==> src/sv/bce_pkg.sv <==
// Shared constants and types for the Bezier curve evaluator.
package bce_pkg;

    localparam int MAX_POINTS = 64;
    localparam int SAMPLES    = 256;
    localparam int SAMPLE_LAST = SAMPLES - 1;

    localparam int IDX_W    = $clog2(MAX_POINTS);
    localparam int COUNT_W  = 7;
    localparam int SAMPLE_W = 8;
    localparam int COORD_W  = 16;
    localparam int EXTRA_BITS = 16;
    localparam int WORK_W   = COORD_W + EXTRA_BITS;
    localparam int T_BITS   = 24;
    localparam int T_W      = T_BITS + 1;

    localparam int S_DATA_W = 56;
    localparam int M_DATA_W = 40;

    typedef enum logic {
        KIND_WRITE = 1'b0,
        KIND_EVAL  = 1'b1
    } kind_t;

endpackage

==> src/sv/bce_tdiv.sv <==
// Constant-reciprocal unit that turns a sample index into the curve parameter t.
module bce_tdiv (
    input  logic                           aclk,
    input  logic                           aresetn,
    input  logic                           start,
    input  logic [bce_pkg::SAMPLE_W-1:0]   sample,
    output logic [bce_pkg::T_W-1:0]        t_value,
    output logic                           done
);

    // The parameter is i * T_QUOT + floor((i * T_REM + LAST / 2) / LAST), where the
    // small quotient is an exact multiply by a rounded-up reciprocal.
    localparam int SMALL_W = 20;
    localparam int SHIFT   = SMALL_W + $clog2(bce_pkg::SAMPLE_LAST);
    localparam int RECIP_W = SMALL_W + 2;
    localparam int PROD_W  = SMALL_W + RECIP_W;
    localparam longint ONE_T = longint'(1) << bce_pkg::T_BITS;
    localparam longint RECIP_L =
        ((longint'(1) << SHIFT) + bce_pkg::SAMPLE_LAST - 1) / bce_pkg::SAMPLE_LAST;
    localparam logic [bce_pkg::T_W-1:0] T_QUOT = bce_pkg::T_W'(ONE_T / bce_pkg::SAMPLE_LAST);
    localparam logic [SMALL_W-1:0] T_REM = SMALL_W'(ONE_T % bce_pkg::SAMPLE_LAST);
    localparam logic [SMALL_W-1:0] HALF  = SMALL_W'(bce_pkg::SAMPLE_LAST / 2);
    localparam logic [PROD_W-1:0]  RECIP = PROD_W'(RECIP_L);

    logic [SMALL_W-1:0]            small_num;
    logic [PROD_W-1:0]             small_prod;
    logic [bce_pkg::T_W-1:0]       t_reg, t_next;
    logic                          done_reg;

    always_comb begin
        small_num  = SMALL_W'(sample) * T_REM + HALF;
        small_prod = PROD_W'(small_num) * RECIP;
        t_next     = bce_pkg::T_W'(sample) * T_QUOT + bce_pkg::T_W'(small_prod >> SHIFT);
    end

    always_ff @(posedge aclk) begin
        if (!aresetn) begin
            done_reg <= 1'b0;
        end else begin
            done_reg <= start;
        end
        if (start) begin
            t_reg <= t_next;
        end
    end

    assign t_value = t_reg;
    assign done    = done_reg;

endmodule

==> config.mk <==
export PLATFORM = sky130hd
export DESIGN_NAME = bce_tdiv
export DESIGN_NICKNAME = d
export VERILOG_FILES = /design/src/sv/bce_pkg.sv /design/src/sv/bce_tdiv.sv
export SDC_FILE = /design/constraint.sdc
export NUM_CORES = 1
export LEC_CHECK = 0
export ABC_CLOCK_PERIOD_IN_PS = 14700
export BUFFER_PORTS_ARGS = -buffer_cell sky130_fd_sc_hd__buf_2
export CORE_MARGIN = 5
export CORE_UTILIZATION = 56
export DETAILED_ROUTE_END_ITERATION = 10
export GPL_TIMING_DRIVEN = 0
export PLACE_DENSITY_LB_ADDON = 0.1
export RECOVER_POWER = 25
export SLEW_MARGIN = 30
export SYNTH_ARGS = -nofsm -noshare
export SYNTH_HDL_FRONTEND = slang
export SYNTH_SLANG_ARGS = --single-unit
==> constraint.sdc <==
create_clock -name aclk -period 14.7 [get_ports aclk]
set_clock_uncertainty 0.05 [all_clocks]
set_input_delay 2.205 -clock aclk [delete_from_list [all_inputs] [get_ports aclk]]
set_output_delay 2.205 -clock aclk [all_outputs]
set_load 0.1 [all_outputs]
==> results by group <==
Timing
  – Min Tclk post-route: 6.61 ns
  – Setup violators final: 0
  – Post-Route Setup TNS: 0 ns
  – Relative slew slack: between 20% and 30%
  – Final slew viol count: 0
  – Fin worst setup slack: 8.09 ns
  – Fmax: 151 MHz
  – RSZ-0062 raised after global routing: no
  – Worst-Margin Slew: 1.09 ns
  – Hold Violations, Final: 0
  – Period utilisation layout: between 40% and 50%

Clock network
  – Sink Count: 22
  – PostCTS Resize Cnt: 0
  – TritonCTS Buffers: 3
  – CTS clock-pin slew for the worst setup and hold paths: 0.10 ns
  – Clock buffer depth: 2
  – # Post-CTS Setup Buffers: 0
  – Hold_buf cts: 0
  – H-tree levels: 1
  – TritonCTS clock tree: done
  – Clock root cell: clkbuf_4

Synthesis
  – Yosys cell types: 34
  – FF+latch count, synth: 22
  – Synthesized area: 1510 um^2
  – Gate Count Post-Synth: 131
  – Area contributors post-synth: edfxtp_1, ha_1, xnor2_1, nor3_1, nand3_1
  – YS warnings: 0
  – Synth top area share: around two fifths
  – Post-synthesis area per instance: around 12 um^2
  – Syn nets: 168
  – Leading area contributor after synthesis: edfxtp_1
  – Post-synthesis sequential area ratio: between 40% and 50%

Floorplan
  – Die W: between 60 and 70 um
  – Top Ports: 37
  – Starting Density: between 50% and 60%
  – Die ar.: 3840 um^2
  – Die H: around 62 um
  – Core ar.: approximately 2500 um^2
  – Row count: 18

Finish
  – Diodes inserted: 0
  – FILL cells: 193
  – Finished Layout Cells: 200
  – Multi-input logic area: approximately 800 um^2
  – Largest register FFs: 21
  – Area of all sequential standard cells: ~650 um^2
  – Layout cells sized above 1: 28.2%
  – Syn-to-layout area delta: 16.4%
  – Net count, final: 208

Hold path
  – Hold Crit Class: in2reg

Power and ir drop
  – Worst VDD drop: about 0.000096 V
  – PwrDens: 105 nW/um^2
  – Clock power frac: between 10% and 20%
  – Psw: ~0.080 mW
  – Pint: 0.105 mW
  – Logic gate share of total power: between 40% and 50%
  – Sequential power share: 41.1%
  – Switching Fraction: 43.4%
  – P_leak: 0.809 nW

Route
  – 1st-iter DRT viols: 43
  – DRT Wirelength: 2930 um
  – DR pass1 iterations: 4
  – DRC violations left: 0
  – Avg WL per Cell: 14.7 um
  – Post-DRT Antenna Nets: 0
  – Post-detailed-route via-to-cell ratio: about 5.6
  – DR vias: approximately 1100

Global route
  – Largest net degree at the start of global routing: 23
  – Global-route usage over all layers: 17.0%
  – Vias in the first global route: 1100
  – Antenna violations before repair: 0
  – Grt total ovfl: 0
  – First-pass GRT wire length: 4770 um

Placed design
  – Placed insts: 196
  – Hpwl dp: 2450 um
  – GP Congestion: slightly below 0.9
  – Placement Setup Slack: about 7.8 ns
  – I/O Buffers: 35

Worst setup path
  – Worst Path Arrival: approximately 6.6 ns
  – Worst Setup End Kind: flop
  – CP Max Fanout: 6
  – WS Path Type: in2reg
  – Req. time, crit path: 14.71 ns
  – Worst setup SP type: input port

Outcome
  – Outcome: complete, no violations

Job
  – Max Cap Viol: 0
==> cell usage in the layout, fill, tap and decap left out, drive strengths merged, types with 5 or more instances in the layout <==
master  Yosys  final
buf         7     41
ha         25     25
edfxtp     21     21
xnor2      10     10
inv         8      8
nor3        7      7
nand3       6      6
nor2        6      6
a21oi       5      5
clkbuf      0      5
==> per-stage QoR <==
step | utilization (%) | power, mW | instance area (um^2) | hold WS (ns)
after floorplan | - | 0.141 | 1510 | 2.27
after CTS | 69.8 | 0.186 | 1760 | 2.06
after detailed placement | 68.4 | 0.155 | 1730 | 2.37
final | 69.8 | 0.185 | 1760 | 2.06
after global routing | 69.8 | 0.194 | 1760 | 2.07
after global placement | 68.4 | 0.153 | 1730 | 2.36
==> cells in the mapped netlist (all sizes together) <==
cell     n
or3b     1
o21ai    1
a21oi    5
nor2     6
nor2b    3
and4b    1
edfxtp  21
a22oi    1
nand2b   2
nand3b   1
a41o     1
nand3    6
and2     2
a211o    1
dfxtp    1
conb     1
and3     3
inv      8
ha      25
xor2     3
nor3     7
nand4    2
nor4     2
or4      1
fa       1
o22a     1
buf      7
xnor2   10
nor3b    1
o21a     2
nand2    4
==> final cells by class <==
cell class	instances	area share [%]
multi-input cells	94	44.3
flip-flops and latches	22	37.0
repair buffers	35	9.88
plain buffers	7	2.91
well taps	30	2.13
clock buffers	4	2.06
inverters	8	1.71
==> routing by layer <==
| metal | track usage (%) | vias to the layer above | routed length (um) |
|---|---|---|---|
| li1 | - | 552 | - |
| met1 | 19.9 | 518 | 1090 |
| met2 | 30.8 | 43 | 1540 |
| met3 | 2.69 | 8 | 254 |
| met4 | 6.36 | 0 | 48 |
| met5 | 0 | - | 0 |
==> kinds of logic after synthesis <==
kind of cell,count (synthesis),synth area share [%]
buf+inv,15,5.38
fa+ha+maj,26,22.0
other cells,1,0.248
xor+xnor,13,7.53
compound gates,12,5.29
flops,22,43.0
simple gates,42,16.5
==> power by group through the flow <==
stage / Clock [mW] / Combinational, mW / Sequential, mW
after floorplan: 0 / 0.0241 / 0.117
final: 0.0322 / 0.0769 / 0.0762
after global placement: 0 / 0.0755 / 0.0773
after CTS: 0.0328 / 0.0773 / 0.0763
after global routing: 0.0355 / 0.0815 / 0.0768
after detailed placement: 0 / 0.0772 / 0.0777
==> worst paths after layout <==
path  startpoint           to  slack, ns  cells past startpoint
max    sample[0]  t_value[10]       8.09                     22
min      aresetn         done       2.06                      2
==> worst max-delay path, cell delays in order <==
cell and delay, ns:
buf_2 0.13, inv_1 0.24, ha_1 0.31, nor3b_1 0.25
xor2_1 0.25, ha_1 0.28, ha_1 0.20, ha_1 0.18
ha_1 0.27, nand3_1 0.08, a21oi_1 0.13, o22a_1 0.17
and4b_1 0.20, a211o_1 0.10, ha_1 0.14, ha_1 0.14
ha_1 0.16, inv_1 0.06, fa_1 0.46, nor3_1 0.38
nand2_1 0.12, xnor2_1 0.14
Power figures use the tool's default switching activity.
