===== config.mk =====
export PLATFORM = sky130hd
export DESIGN_NAME = bce_lerp
export DESIGN_NICKNAME = d
export VERILOG_FILES = /design/src/sv/bce_pkg.sv /design/src/sv/bce_lerp.sv
export SDC_FILE = /design/constraint.sdc
export NUM_CORES = 2
export LEC_CHECK = 0
export BUFFER_PORTS_ARGS = -buffer_cell sky130_fd_sc_hd__buf_4
export CAP_MARGIN = 5
export CELL_PAD_IN_SITES_DETAIL_PLACEMENT = 0
export CELL_PAD_IN_SITES_GLOBAL_PLACEMENT = 1
export CORE_MARGIN = 1.5
export CORE_UTILIZATION = 55
export DETAILED_ROUTE_END_ITERATION = 10
export GPL_ROUTABILITY_DRIVEN = 0
export GPL_TIMING_DRIVEN = 0
export PLACE_DENSITY = 0.92
export SLEW_MARGIN = 20
export SYNTH_ARGS = -nofsm -noshare
export SYNTH_HDL_FRONTEND = slang
export SYNTH_SLANG_ARGS = --single-unit

===== constraint.sdc =====
create_clock -name aclk -period 19.3 [get_ports aclk]
set_input_delay 3.86 -clock aclk [delete_from_list [all_inputs] [get_ports aclk]]
set_output_delay 3.86 -clock aclk [all_outputs]
set_load 0.02 [all_outputs]

===== src/sv/bce_pkg.sv =====
// Shared constants and types for the Bezier curve evaluator.
package bce_pkg;

    localparam int MAX_POINTS = 64;
    localparam int SAMPLES    = 256;
    localparam int SAMPLE_LAST = SAMPLES - 1;

    localparam int IDX_W    = $clog2(MAX_POINTS);
    localparam int COUNT_W  = 7;
    localparam int SAMPLE_W = 8;
    localparam int COORD_W  = 16;
    localparam int EXTRA_BITS = 16;
    localparam int WORK_W   = COORD_W + EXTRA_BITS;
    localparam int T_BITS   = 24;
    localparam int T_W      = T_BITS + 1;

    localparam int S_DATA_W = 56;
    localparam int M_DATA_W = 40;

    typedef enum logic {
        KIND_WRITE = 1'b0,
        KIND_EVAL  = 1'b1
    } kind_t;

endpackage


===== src/sv/bce_lerp.sv =====
// Shared two-stage interpolation unit computing a + round((b - a) * t).
module bce_lerp (
    input  logic                            aclk,
    input  logic                            aresetn,
    input  logic                            start,
    input  logic signed [bce_pkg::WORK_W-1:0] a_in,
    input  logic signed [bce_pkg::WORK_W-1:0] b_in,
    input  logic [bce_pkg::T_W-1:0]         t_in,
    output logic                            out_valid,
    output logic signed [bce_pkg::WORK_W-1:0] result
);

    localparam int DIFF_W = bce_pkg::WORK_W + 1;
    localparam int PROD_W = DIFF_W + bce_pkg::T_W + 1;

    logic signed [DIFF_W-1:0]          diff_reg;
    logic signed [bce_pkg::WORK_W-1:0] a1_reg, a2_reg;
    logic [bce_pkg::T_W-1:0]           t1_reg;
    logic signed [PROD_W-1:0]          prod_reg;
    logic                              v1_reg, v2_reg;
    logic signed [PROD_W-1:0]          rounded;
    logic signed [PROD_W-1:0]          shifted;

    always_ff @(posedge aclk) begin
        if (!aresetn) begin
            v1_reg <= 1'b0;
            v2_reg <= 1'b0;
        end else begin
            v1_reg <= start;
            v2_reg <= v1_reg;
        end
        diff_reg <= DIFF_W'(b_in) - DIFF_W'(a_in);
        a1_reg   <= a_in;
        t1_reg   <= t_in;
        prod_reg <= PROD_W'(diff_reg) * PROD_W'($signed({1'b0, t1_reg}));
        a2_reg   <= a1_reg;
    end

    always_comb begin
        rounded = prod_reg + (PROD_W'(1) <<< (bce_pkg::T_BITS - 1));
        shifted = rounded >>> bce_pkg::T_BITS;
        result  = a2_reg + shifted[bce_pkg::WORK_W-1:0];
    end

    assign out_valid = v2_reg;

endmodule


==> results.txt <==
Entering global routing, the biggest net connects 17 pins. Setup repair after global routing left no endpoint under its margin. The number of warnings issued by yosys came out at 0. STA classifies the critical path startpoint as a register. The H-tree depth came out at 4.

The vertical extent of the die is 255.6 µm. The number of flops mapped to enable cells by yosys came out at 0. At the worst endpoint, the arrival time is 5260 ps. The number of nets in the synthesized netlist is 4910.

The die covers 65340 µm². The cell accounting for the most synthesized area is sky130_fd_sc_hd__fa_1. The family with the most delay on the worst path is compound AO/OA/AOI/OAI gates.

The via count of the first global-routing pass is 28.27k. The final number of hold-violating endpoints came out at 0. The synthesized netlist cell count came out at 3782. The buffer cell driving the clock tree root is sky130_fd_sc_hd__clkbuf_16. The cell at the slowest stage of the critical path is sky130_fd_sc_hd__a2111oi_1. The core region is 63080 µm².

The fraction of layout instances using a drive strength above 1 came out at 0.04545. During placement, the flow inserted port buffers numbering 124. The path class of the tightest hold or removal check is reg2reg. At the later pin of the worst-skew pair, clock insertion delay measures 510 ps. The maximum fanout along the worst path is 6. The clock-pin slew of the registers on the worst-case setup and hold paths came out at 70 ps. Setup violations remaining at the end of the flow were counted as 0. For this run, the slowest stage of the critical path takes 690 ps.

The transition time at the pin with the least slew margin is 1299 ps. In the global route stage, overall resource usage came out at 0.3454. The number of buffers between clock root and the deepest sink is 2.

The number of vias in the routed layout came out at 26.71k. The post-detailed-route wirelength per cell is 22.72 µm. The initial core utilization came out at 0.5564. For this run, asynchronously set or reset flops after synthesis account for 0. The area overhead of the layout relative to synthesis came out at 7.451%.

The count of pins over their slew limit is 0. The detailed placement HPWL is 89830 µm. STA classifies the critical path endpoint as an output port.

The number of DRC markers in iteration 0 is 2267. The worst setup skew after layout came out at 34.26 ps. Measured along the x axis, the die boundary spans 255.6 µm. The startpoint identified for the worst hold timing path is a1_reg[7]. The count of cells resized by post-cts repair came out at 0. For this design, the sink count on the clock tree is 157. The worst register-to-register path has a depth of 23. The net count of the finished layout is 5053. The most used flip-flop cell after synthesis is sky130_fd_sc_hd__dfxtp_1. The headroom to the max-slew limit is 0.1340. The number of hold buffers added after CTS came out at 0.

For this block, the routed nets add up to 108800 µm of wire. The remaining number of nets flagged by the antenna check after routing is 0. Ranked by total cell area, the synthesized netlist is headed by sky130_fd_sc_hd__fa_1 47%, sky130_fd_sc_hd__inv_1 10%, sky130_fd_sc_hd__and2_1 9.3%. The mapped netlist covers 35100 µm². The count of buffer and inverter cells on the critical path is 2. The global-route wire length before repair is 167000 µm. The endpoint identified for the worst register-to-register timing path is prod_reg[54].

Data on the critical path is required at its endpoint by 15440 ps. The final sum of negative setup slack came out at 0 ps. Traced cell by cell, the critical path runs through nand3_1 -> nor2_1 -> and3_1 -> and3_1 -> clkbuf_1 -> and4_1 -> nand2_1 -> xnor2_1 -> ha_1 -> a21o_1 -> a211o_1 -> a2111oi_1 -> o311ai_1 -> nand3_1 -> a21oi_1 -> a311oi_1 -> o21a_1 -> xnor2_1 -> buf_4. The initial antenna violation count came to 7. The first TritonRoute pass finished after 6 iterations. The number of standard-cell rows in the floorplan is 92.

The number of register bits inferred by synthesis came out at 157. The filler cells instantiated in the layout total 5419. In this run, distinct cell masters in the synthesized netlist total 71. The average footprint of a synthesized cell is 9.280 µm². Of the post-synthesis cell area, the dominant cell type holds 0.4677. Buffers inserted during clock tree synthesis total 17.

The vias per cell came out at 5.576. Timing would allow up to 109.6 MHz. The combined flip-flop and latch cell area is 3143 µm². In the finished design, the share of the clock period the worst path needs comes to 0.4728.

125 I/O pins were placed. The shortest clock period the worst path allows after layout is 9124 ps. The area occupied by multi-input gates came out at 27870 µm². The number of buffers added for setup after CTS came out at 0. The capture endpoint of the worst hold path is a2_reg[7]. The final routed DRC violation total came out at 0. The run finished with clean final reports. The residual overflow from global routing is 0. Of the synthesized area, sequential elements account for 0.08955. The worst hold path depth came out at 0.

The critical path start-end classification is reg2out. TritonCTS built the clock tree. Setup slack on the worst reg-to-reg path comes out at 10230 ps. The startpoint identified for the worst register-to-register timing path is t1_reg[5]. Max-cap violations in this run came to 0.
==> Yosys cell counts (all sizes together), types with 32 or more instances <==
master  count
inv       939
clkbuf    146
a21o       41
and2      523
xnor2     104
nand3      32
nor2       76
nand2     356
o21ai      56
a21oi      79
ha        216
dfxtp     157
fa        820
==> worst max-delay path by stage <==
stage / startpoint / to / slack, ps / cells past startpoint
final: prod_reg[25] / result[31] / 10180 / 19
after CTS: prod_reg[25] / result[31] / 10070 / 19
after floorplan: prod_reg[25] / result[29] / 11840 / 18
after global placement: prod_reg[25] / result[31] / 10630 / 19
after global routing: prod_reg[25] / result[31] / 9850 / 19
after detailed placement: t1_reg[5] / prod_reg[54] / 10590 / 23
==> through the flow <==
step	hold WS [ps]	setup slack, ps	area (µm²)	utilization	instances
5_1_grt	330.4	9853	37700	0.5977	4786
6_report	321.6	10180	37710	0.5978	4790
3_3_place_gp	310.3	10630	37090	0.5879	4752
4_1_cts	320.1	10070	37700	0.5976	4784
2_1_floorplan	309.6	11840	35100	-	3782
3_5_place_dp	312.1	10590	37090	0.5879	4752
==> placed cells by master (no fill, tap or decap), types with 15 or more instances in the layout <==
cell type,Yosys,layout
sky130_fd_sc_hd__nor2_1,75,75
sky130_fd_sc_hd__clkbuf_1,146,146
sky130_fd_sc_hd__nand3_1,32,32
sky130_fd_sc_hd__buf_4,0,124
sky130_fd_sc_hd__inv_1,939,939
sky130_fd_sc_hd__a21oi_1,77,77
sky130_fd_sc_hd__and2_1,523,523
sky130_fd_sc_hd__o21a_1,23,23
sky130_fd_sc_hd__and3_1,15,15
sky130_fd_sc_hd__dfxtp_1,157,157
sky130_fd_sc_hd__o21ai_0,42,42
sky130_fd_sc_hd__nor2b_1,17,17
sky130_fd_sc_hd__xor2_1,29,29
sky130_fd_sc_hd__clkbuf_16,0,17
sky130_fd_sc_hd__fa_1,820,820
sky130_fd_sc_hd__xnor2_1,103,103
sky130_fd_sc_hd__ha_1,216,216
sky130_fd_sc_hd__a21o_1,41,41
sky130_fd_sc_hd__nand2_1,356,356
sky130_fd_sc_hd__nor3_1,22,22
==> cell type report <==
| cell class | instances | share of cell area |
|---|---|---|
| tap | 846 | 0.02807 |
| antenna | 6 | 0.0003981 |
| timing repair buffer | 124 | 0.02468 |
| inverter | 939 | 0.09346 |
| multi-input combinational | 2538 | 0.7391 |
| clock buffer | 18 | 0.01165 |
| buffer | 148 | 0.01480 |
| clock inverter | 14 | 0.004545 |
| sequential | 157 | 0.08334 |
==> kinds of logic after synthesis <==
family,share of synthesized area
and+or+nand+nor,0.1624
buffers and inverters,0.1163
adders and majority gates,0.5447
AOI/OAI and AO/OA,0.05355
DFF,0.08955
xor gates and xnor gates,0.03340
==> metal layers <==
metal | vias up | share of wire | track usage
met5 | - | 0.00090 | 0
met4 | 8 | 0.068 | 0.1882
met3 | 455 | 0.14 | 0.1364
met2 | 1610 | 0.43 | 0.5210
met1 | 13280 | 0.36 | 0.4260
li1 | 11350 | - | -
Power is not shown: default switching activity piles up to over one toggle a cycle in this logic, so the estimate is an artifact.
